`config.mk`:
```
export PLATFORM = sky130hd
export DESIGN_NAME = port_programmed_square_wave_beeper
export DESIGN_NICKNAME = d
export VERILOG_FILES = /design/src/rtl/beeper_pkg.sv /design/src/rtl/beeper_div.sv /design/src/rtl/beeper_wave.sv /design/src/rtl/port_programmed_square_wave_beeper.sv
export SDC_FILE = /design/constraint.sdc
export NUM_CORES = 1
export LEC_CHECK = 0
export BUFFER_PORTS_ARGS = -buffer_cell sky130_fd_sc_hd__buf_4
export CAP_MARGIN = 5
export CORE_MARGIN = 10
export CORE_UTILIZATION = 43
export DETAILED_ROUTE_END_ITERATION = 10
export GPL_TIMING_DRIVEN = 1
export PLACE_DENSITY = 0.61
export SYNTH_ARGS = -nofsm -noshare
export SYNTH_HDL_FRONTEND = slang
export SYNTH_SLANG_ARGS = --single-unit
```
`constraint.sdc`:
```
create_clock -name clk -period 5.8 [get_ports clk]
set_clock_uncertainty 0.2 [all_clocks]
set_input_delay 0.87 -clock clk [delete_from_list [all_inputs] [get_ports clk]]
set_output_delay 0.87 -clock clk [all_outputs]
set_load 0.03 [all_outputs]
```
`src/rtl/beeper_pkg.sv`:
```
// shared constants and types for the square wave beeper
package beeper_pkg;

    localparam int DIV_W = 21;
    localparam int CNT_W = $clog2(DIV_W);

    localparam logic [DIV_W-1:0] BEEP_CLOCK = 21'd1193189;

    localparam logic [7:0] PORT_DATA = 8'h42;
    localparam logic [7:0] PORT_CTRL = 8'h43;
    localparam logic [7:0] PORT_SPK  = 8'h61;
    localparam logic [7:0] CTRL_ARM  = 8'hB6;

    localparam logic OP_WRITE = 1'b0;
    localparam logic OP_TICK  = 1'b1;

    localparam logic REG_SAMPLE_RATE = 1'b0;
    localparam logic REG_AMPLITUDE   = 1'b1;

    typedef struct packed {
        logic             start;
        logic [DIV_W-1:0] dividend;
        logic [DIV_W-1:0] divisor;
    } div_req_t;

    typedef struct packed {
        logic             done;
        logic [DIV_W-1:0] quotient;
    } div_rsp_t;

endpackage

```
`src/rtl/beeper_div.sv`:
```
// shared restoring divider, one quotient bit per cycle
module beeper_div
(
    input  logic                 clk,
    input  logic                 rst_n,
    input  beeper_pkg::div_req_t req,
    output beeper_pkg::div_rsp_t rsp
);

    logic [beeper_pkg::DIV_W-1:0] rem_reg, rem_next;
    logic [beeper_pkg::DIV_W-1:0] quo_reg, quo_next;
    logic [beeper_pkg::DIV_W-1:0] dvs_reg;
    logic [beeper_pkg::CNT_W-1:0] cnt_reg, cnt_next;
    logic                         busy_reg, busy_next;
    logic                         done_reg, done_next;
    logic [beeper_pkg::DIV_W:0]   trial;
    logic                         last_step;

    // partial remainder with next dividend bit, minus divisor
    assign trial     = {rem_reg, quo_reg[beeper_pkg::DIV_W-1]} - {1'b0, dvs_reg};
    assign last_step = (cnt_reg == beeper_pkg::CNT_W'(beeper_pkg::DIV_W - 1));

    always_comb
    begin
        rem_next  = rem_reg;
        quo_next  = quo_reg;
        cnt_next  = cnt_reg;
        busy_next = busy_reg;
        done_next = 1'b0;
        if (req.start)
        begin
            rem_next  = '0;
            quo_next  = req.dividend;
            cnt_next  = '0;
            busy_next = 1'b1;
        end
        else if (busy_reg)
        begin
            if (trial[beeper_pkg::DIV_W])
            begin
                rem_next = {rem_reg[beeper_pkg::DIV_W-2:0], quo_reg[beeper_pkg::DIV_W-1]};
                quo_next = {quo_reg[beeper_pkg::DIV_W-2:0], 1'b0};
            end
            else
            begin
                rem_next = trial[beeper_pkg::DIV_W-1:0];
                quo_next = {quo_reg[beeper_pkg::DIV_W-2:0], 1'b1};
            end
            cnt_next = cnt_reg + beeper_pkg::CNT_W'(1);
            if (last_step)
            begin
                busy_next = 1'b0;
                done_next = 1'b1;
            end
        end
    end

    always_ff @(posedge clk or negedge rst_n)
    begin
        if (!rst_n)
        begin
            busy_reg <= 1'b0;
            done_reg <= 1'b0;
            cnt_reg  <= '0;
        end
        else
        begin
            busy_reg <= busy_next;
            done_reg <= done_next;
            cnt_reg  <= cnt_next;
        end
    end

    always_ff @(posedge clk)
    begin
        rem_reg <= rem_next;
        quo_reg <= quo_next;
        if (req.start)
        begin
            dvs_reg <= req.divisor;
        end
    end

    assign rsp.done     = done_reg;
    assign rsp.quotient = quo_reg;

endmodule

```
`src/rtl/beeper_wave.sv`:
```
// square wave phase counter and sample former
module beeper_wave
(
    input  logic        clk,
    input  logic        rst_n,
    input  logic        tick,
    input  logic [1:0]  enable,
    input  logic [14:0] amplitude,
    input  logic [15:0] half_period,
    output logic [15:0] sample
);

    logic [15:0] cnt_reg, cnt_next;
    logic        neg_reg, neg_next;
    logic [15:0] cnt_inc;
    logic        active;

    assign active  = (enable != 2'd0);
    assign cnt_inc = (cnt_reg == 16'hFFFF) ? cnt_reg : cnt_reg + 16'd1;

    always_comb
    begin
        if (!active)
        begin
            sample = '0;
        end
        else if (neg_reg)
        begin
            sample = 16'h0000 - {1'b0, amplitude};
        end
        else
        begin
            sample = {1'b0, amplitude};
        end
    end

    always_comb
    begin
        cnt_next = cnt_reg;
        neg_next = neg_reg;
        if (tick && active)
        begin
            if (cnt_inc > half_period)
            begin
                cnt_next = cnt_inc - half_period;
                neg_next = !neg_reg;
            end
            else
            begin
                cnt_next = cnt_inc;
            end
        end
    end

    always_ff @(posedge clk or negedge rst_n)
    begin
        if (!rst_n)
        begin
            cnt_reg <= '0;
            neg_reg <= 1'b0;
        end
        else
        begin
            cnt_reg <= cnt_next;
            neg_reg <= neg_next;
        end
    end

endmodule

```
`src/rtl/port_programmed_square_wave_beeper.sv`:
```
// top level: port decode, division sequencer and sample output of the beeper
// a port write is taken while idle with no sample waiting; a high divisor byte
// with a nonzero divisor starts two passes of the shared divider (21 steps each,
// tone then half period), and no item is taken until both passes are done
// a tick gives its sample in the output register on the next cycle; the next item
// is taken once the sample has been consumed
// reset (rst_n, async low) clears all control state, sample rate 44100, amplitude 16384
module port_programmed_square_wave_beeper
(
    input  logic        clk,
    input  logic        rst_n,
    // input item stream
    input  logic        s_tvalid,
    output logic        s_tready,
    input  logic [15:0] s_tdata,   // port [7:0], data [15:8]
    input  logic        s_tuser,   // op (0 port write, 1 sample tick)
    // result stream
    output logic        m_tvalid,
    input  logic        m_tready,
    output logic [15:0] m_tdata,   // sample [15:0], signed
    // configuration writes
    input  logic        cfg_we,
    input  logic        cfg_addr,
    input  logic [16:0] cfg_data
);

    // sequencer states
    localparam logic [1:0] ST_IDLE = 2'd0;
    localparam logic [1:0] ST_TONE = 2'd1;   // divider computes tone frequency
    localparam logic [1:0] ST_HALF = 2'd2;   // divider computes samples per tone period

    logic [1:0]  state_reg, state_next;

    // configuration registers
    logic [16:0] sample_rate_reg;
    logic [14:0] amplitude_reg;

    // programmed state
    logic        await_low_reg, await_low_next;
    logic [15:0] divisor_reg, divisor_next;
    logic [20:0] tone_hz_reg, tone_hz_next;
    logic [15:0] half_period_reg, half_period_next;
    logic [1:0]  enable_reg, enable_next;

    // output holding register
    logic        m_tvalid_reg, m_tvalid_next;
    logic [15:0] m_tdata_reg;

    logic [7:0]  in_port;
    logic [7:0]  in_data;
    logic        accept;
    logic        tick;
    logic [15:0] wave_sample;
    logic [15:0] div_or;

    beeper_pkg::div_req_t div_req;
    beeper_pkg::div_rsp_t div_rsp;

    assign in_port = s_tdata[7:0];
    assign in_data = s_tdata[15:8];

    // take items only when idle and the last sample has left
    assign s_tready = (state_reg == ST_IDLE) && !m_tvalid_reg;
    assign accept   = s_tvalid && s_tready;
    assign tick     = accept && (s_tuser == beeper_pkg::OP_TICK);

    // high byte is ORed into the divisor
    assign div_or = divisor_reg | {in_data, 8'h00};

    always_comb
    begin
        state_next       = state_reg;
        await_low_next   = await_low_reg;
        divisor_next     = divisor_reg;
        tone_hz_next     = tone_hz_reg;
        half_period_next = half_period_reg;
        enable_next      = enable_reg;
        div_req.start    = 1'b0;
        div_req.dividend = beeper_pkg::BEEP_CLOCK;
        div_req.divisor  = {5'b0, div_or};

        case (state_reg)
            ST_IDLE:
            begin
                if (accept && (s_tuser == beeper_pkg::OP_WRITE))
                begin
                    if (in_port == beeper_pkg::PORT_DATA)
                    begin
                        if (await_low_reg)
                        begin
                            // low byte replaces the divisor
                            divisor_next   = {8'h00, in_data};
                            await_low_next = 1'b0;
                        end
                        else
                        begin
                            divisor_next = div_or;
                            // zero divisor keeps the old tone and half period
                            if (div_or != 16'd0)
                            begin
                                div_req.start = 1'b1;
                                state_next    = ST_TONE;
                            end
                        end
                    end
                    else if (in_port == beeper_pkg::PORT_CTRL)
                    begin
                        if (in_data == beeper_pkg::CTRL_ARM)
                        begin
                            await_low_next = 1'b1;
                        end
                    end
                    else if (in_port == beeper_pkg::PORT_SPK)
                    begin
                        enable_next = in_data[1:0];
                    end
                end
            end
            ST_TONE:
            begin
                div_req.dividend = {4'b0, sample_rate_reg};
                div_req.divisor  = div_rsp.quotient;
                if (div_rsp.done)
                begin
                    // tone frequency done, reuse the divider for rate / tone
                    tone_hz_next  = div_rsp.quotient;
                    div_req.start = 1'b1;
                    state_next    = ST_HALF;
                end
            end
            ST_HALF:
            begin
                if (div_rsp.done)
                begin
                    half_period_next = div_rsp.quotient[16:1];
                    state_next       = ST_IDLE;
                end
            end
            default:
            begin
                state_next = ST_IDLE;
            end
        endcase
    end

    // output register: load on a tick, clear once taken
    always_comb
    begin
        m_tvalid_next = m_tvalid_reg;
        if (tick)
        begin
            m_tvalid_next = 1'b1;
        end
        else if (m_tready)
        begin
            m_tvalid_next = 1'b0;
        end
    end

    always_ff @(posedge clk or negedge rst_n)
    begin
        if (!rst_n)
        begin
            state_reg       <= ST_IDLE;
            await_low_reg   <= 1'b0;
            divisor_reg     <= '0;
            tone_hz_reg     <= '0;
            half_period_reg <= '0;
            enable_reg      <= '0;
            m_tvalid_reg    <= 1'b0;
            sample_rate_reg <= 17'd44100;
            amplitude_reg   <= 15'd16384;
        end
        else
        begin
            state_reg       <= state_next;
            await_low_reg   <= await_low_next;
            divisor_reg     <= divisor_next;
            tone_hz_reg     <= tone_hz_next;
            half_period_reg <= half_period_next;
            enable_reg      <= enable_next;
            m_tvalid_reg    <= m_tvalid_next;
            if (cfg_we)
            begin
                if (cfg_addr == beeper_pkg::REG_SAMPLE_RATE)
                begin
                    sample_rate_reg <= cfg_data;
                end
                else
                begin
                    amplitude_reg <= cfg_data[14:0];
                end
            end
        end
    end

    always_ff @(posedge clk)
    begin
        if (tick)
        begin
            m_tdata_reg <= wave_sample;
        end
    end

    assign m_tvalid = m_tvalid_reg;
    assign m_tdata  = m_tdata_reg;

    // shared divider for both quotients
    beeper_div u_div
    (
        .clk   (clk),
        .rst_n (rst_n),
        .req   (div_req),
        .rsp   (div_rsp)
    );

    // tone phase and sample value
    beeper_wave u_wave
    (
        .clk         (clk),
        .rst_n       (rst_n),
        .tick        (tick),
        .enable      (enable_reg),
        .amplitude   (amplitude_reg),
        .half_period (half_period_reg),
        .sample      (wave_sample)
    );

endmodule

```
# Word-level counts from Yosys, hierarchy flattened
# Cells that the tools add are included.
# classes
muxes	35
bitwise	5
n_lt_le_gt_ge	1
n_reduce_logical	23
addsub	5
eq_ne	14
# op_table
op	count
two-way mux 21 bit	3
two-way mux 16 bit	3
two-way mux 42 bit	1
== test 8 x 7 -> 1 bit, second input constant	3
subtractor 22 x 21 -> 22 bit	1
two-way mux 1 bit	17
adder 16 x 1 -> 16 bit, second input constant	1
== test 16 bit, second input constant	1
greater-than comparator 16 bit	1
OR 16 bit	1
nonzero test 16 bit	1
subtractor 1 x 15 -> 16 bit, first input constant	1
subtractor 16 bit	1
two-way mux 15 bit	1
two-way mux 2 bit	6
two-way mux 5 bit	2
inequality test 2 x 1 -> 1 bit, second input constant	5
AND reduction 2 bit	5
nonzero test 2 bit	5
== test 8 bit, second input constant	1
one-hot mux 2 bit (3 select lines)	1
AND reduction 6 bit	1
adder 5 x 1 -> 5 bit, second input constant	1
== test 5 bit, second input constant	1
other kinds (11)	19
# word_totals
word_cells	102
out_inout_bits	18
regBits	173
input_bits	40

# Logic depth before layout (Yosys ltp)
# logic_depth
ltp_word	8
ltp_mapped	18
ltp_nobuf	16

# Cells and area by module
# From an unflattened synthesis, not the netlist that was laid out.
# hier_totals
hier_cells	981
hier_area_um2	9937.0
# by_module_without_submodules
mod	seq_area_each_um2	area_each_um2	n_inst	cells_per_inst
beeper_div	1856.8	3996.3	1	387
port_programmed_square_wave_beeper	2240.9	3609.7	1	286
beeper_wave	425.4	2331.0	1	308

# Worst setup path before layout
# No wires, ideal clock.
# synth_timing
kind	reg-to-reg
startpoint	reg u_wave.cnt_reg[0]
endpoint	reg u_wave.cnt_reg[0]
setup_ps	121
path_buffers	2
period_less_slack_ps	4063
slack_ps	1737
t_required_ps	5479
stages_incl_launch_ff	19
t_arrival_ps	3742
path_cell_list	dfrtp_1 > ha_1 > and3_1 > nand3_1 > or3_1 > clkbuf_1 > xnor2_1 > ha_1 > inv_1 > fa_1 > a21o_1 > a21oi_1 > o211ai_1 > a21oi_1 > or2_1 > o21a_1 > clkbuf_1 > mux2i_1 > o22a_1
# synth_via
elab_chain_len	4
word_cells_on_any_way	6
cone_classes	add/sub (2); order compare (1); eq/ne (1); mux (2)
# synth_lines
element	line_no	rtl
start, declared	beeper_wave.sv:13	logic [15:0] cnt_reg, cnt_next;
start signal, assigned	beeper_wave.sv:64	cnt_reg <= cnt_next;
adder 16 x 1 -> 16 bit / == test 16 bit (equally long branches)	beeper_wave.sv:19	assign cnt_inc = (cnt_reg == 16'hFFFF) ? cnt_reg : cnt_reg + 16'd1;
two-way mux 16 bit *	beeper_wave.sv:19	
subtractor 16 bit / greater-than comparator 16 bit (equally long branches)	beeper_wave.sv:45, beeper_wave.sv:43	
two-way mux 16 bit *	beeper_wave.sv:43	if (cnt_inc > half_period)
# Mark *: on every way between the ends. The rest lies on a longest branch, timed or not.
# A chain may end at the register's enable or synchronous reset.

# Final worst setup path
# layout_timing
startpoint	reg u_wave.cnt_reg[0]
endpoint	reg u_wave.cnt_reg[3]
# Same word-level chain as after synthesis.

==> flow_summary.toml <==
[pwr]
p_total_mw = 4.05
p_int_mw = 2.75
pwr-share-seq_pct = 37.2
p_switching_mw = 1.30
combPwrFrac_pct = 31.9
clockPowerShare_pct = 30.9
power.leakage_nw = 4.78
switching_share_pct = 32.1
powerDensity_nw_per_um2 = 365
ir_drop_uv = 236

[drt]
remaining_drc_errors = 0
wl_met1_um = 11100
wl_met3_um = 1120
vias_per_cell = 5.40
drtIter0Drc = 502
dr.pass1.iters = 7
antenna_left = 0
met2_length_um = 10000
drt-total-wl_um = 22500
routedWlPerCell_um = 16.8
via_count = 7244
top_layer = "met4"

[floorplanning]
num_rows = 55
core_area_sq_um = 22500
die_w_um = 171
io_pins = 58
initial_core_util_pct = 43.3
die_y_um = 171
dieArea_sq_um = 29100

[sta]
rsz0062_at_grt = "no"
setup_viol = 0
timing_hold_violations_final = 0
drv_slew = 0
setup-tns-final_ns = 0
timing.fmax_ghz = 0.218
worst_slew_pin_slew_ns = 1.08
maxSlewHeadroom_pct = 28.0
fin_crit_sh_pct = 79.3
period_needed_ns = 4.60
holdWs_ns = 0.246

[final_layout]
final_core_util_pct = 49.3
final.fill_count = 2059
multi_input_area_sq_um = 4850
layout-drive-gt1-share_pct = 16.3
area_growth_pct = 13.8
nets = 1127
num_antenna_cells = 0
regArea_sq_um = 4520

[worst_setup_path]
worstPathRequired_ns = 5.96
criticalPathCategory = "flop to flop"
crit_path_end_kind = "flop"
worst_setup_path_start_kind = "flop"
path_max_fanout = 17
worst-endpoint-arrival_ns = 4.76

[grt]
grt_pass1_wl_um = 37600
overflow = 0
grt_max_degree = 57
grt_pass1_vias = 7302
antenna_found_initial = 0
grt_usage_pct = 16.1

[synthesis]
synth_compound_area_share_pct = 11.5
dominantRegCellSynth = "dfrtp_1"
yosysTopAreaCellShare_pct = 22.3
synth_top_family_by_area = "simple AND/OR/NAND/NOR gates"
ys_types = 74
ys_seq_elements = 173
synth-xor-area-share_pct = 4.85
yosys.area_share.adder_pct = 5.67
synth_area_leaders = "dfrtp_1 22%, edfxtp_1 18%, mux2_2 6.7%, ha_1 5.3%, nand2_1 4.6%"
yosysWarnings = 0
synthTopCellsByCount = "120 x nand2_1, 93 x nor2_1, 87 x dfrtp_1"
synth-simple-area-share_pct = 18.1
ys_seq_area_share_pct = 46.4
synth_cells = 997
muxShareOfSynthArea_pct = 9.39
yosysTopAreaCell = "dfrtp_1"
synth_edf_count = 58
synth_most_common_cell = "nand2_1"
synth_area_per_cell_sq_um = 9.78
synth_nets = 1080
synth-async-reset-ratio_pct = 54.3
synth_area_sq_um = 9750

[place]
gp_congestion = 0.857
dpl.hpwl_um = 16200
io_buffers = 57

[clocking]
clock_latency_ns = 0.43
hold_buffers = 0
cts.clk_slew.worst_paths_ns = 0.07
htree_levels = 4
post_cts_buffers = 0
cts_tree = "built"
cts_sinks = 173
clockBufferDepth = 2
cts_resized = 0
clockRootBuffer = "clkbuf_16"
cts_made_buffers = 17

[run_status]
status = "finished clean"

[run]
maxCapViolations = 0

[min_path]
holdCritPathClass = "input port to async pin"
==> logic make-up (layout without fill, tap and decap cells) <==
group | after synthesis | count (layout)
xor+xnor | 54 | 54
fa+ha+maj | 43 | 43
compound gates | 174 | 174
mux | 84 | 84
buf+inv | 99 | 159
flops | 173 | 173
simple gates | 370 | 370
==> path summary, 6_finish.rpt <==
| kind | start | depth (start not counted) | slack, ns | to |
|---|---|---|---|---|
| worst max-delay path | u_wave.cnt_reg[0] | 16 | 1.20 | u_wave.cnt_reg[3] |
| worst min-delay path | rst_n | 1 | 0.25 | amplitude_reg[7] |
| worst max register to register | u_wave.cnt_reg[0] | 16 | 1.20 | u_wave.cnt_reg[3] |
| worst min register to register | half_period_reg[9] | 1 | 0.31 | half_period_reg[9] |
| max in group asynchronous | rst_n | 2 | 4.10 | half_period_reg[1] |
| min in group clk | half_period_reg[9] | 1 | 0.31 | half_period_reg[9] |
==> metal layers <==
metal	global-route usage, %	vias up
met1	22.1	3425
met2	24.5	168
met3	3.76	23
li1	-	3628
met4	5.00	0
met5	0	-
==> cells in the final DEF (no fill, tap or decap), drive strengths merged, types with 6 or more instances in the layout <==
master / n
nor3: 21
o31ai: 6
nor2b: 11
xor2: 18
clkbuf: 20
or3: 9
and3: 13
inv: 66
dfxtp: 21
o211ai: 6
mux2i: 24
nor2: 94
a211oi: 6
mux2: 60
dfrtp: 87
o21a: 9
a21o: 12
nand3b: 6
buf: 67
dfstp: 7
xnor2: 36
o21ai: 43
nand4: 14
a21oi: 53
and2: 9
nand2: 120
ha: 41
edfxtp: 58
nand3: 39
==> power groups by stage <==
stage / combinational, mW / clock (mW) / sequential (mW)
3_5_place_dp: 1.28 / 0 / 1.53
3_3_place_gp: 1.27 / 0 / 1.53
5_1_grt: 1.46 / 1.32 / 1.53
6_report: 1.29 / 1.25 / 1.51
2_1_floorplan: 1.06 / 0 / 1.50
4_1_cts: 1.29 / 1.28 / 1.51
==> stage by stage <==
| step | cells | worst slack [ns] | area [sq um] |
|---|---|---|---|
| 2_1_floorplan | 997 | 1.74 | 9750 |
| 3_3_place_gp | 1310 | 1.34 | 10500 |
| 3_5_place_dp | 1310 | 1.26 | 10500 |
| 4_1_cts | 1342 | 1.20 | 11100 |
| 5_1_grt | 1342 | 0.847 | 11100 |
| 6_report | 1342 | 1.20 | 11100 |
==> cell type report <==
class | instances | area share, %
sequential | 173 | 40.8
timing repair buffer | 67 | 4.53
tap | 285 | 3.21
inverter | 60 | 2.03
multi-input combinational | 725 | 43.7
clock buffer | 20 | 4.13
clock inverter | 12 | 1.62
==> worst max-delay path: stages, from the launching register on <==
cell	delay (ns)
dfrtp_1	0.45
ha_1	0.22
and3_1	0.21
nand3_1	0.18
or3_1	0.50
xnor2_1	0.23
ha_1	0.20
inv_1	0.05
fa_1	0.39
a21o_1	0.19
a21oi_1	0.27
o211ai_1	0.15
a21oi_1	0.25
or2_1	0.21
o21ai_2	0.26
or4_1	0.47
nand3_1	0.09
No activity file was read; power rests on OpenSTA's default activity.
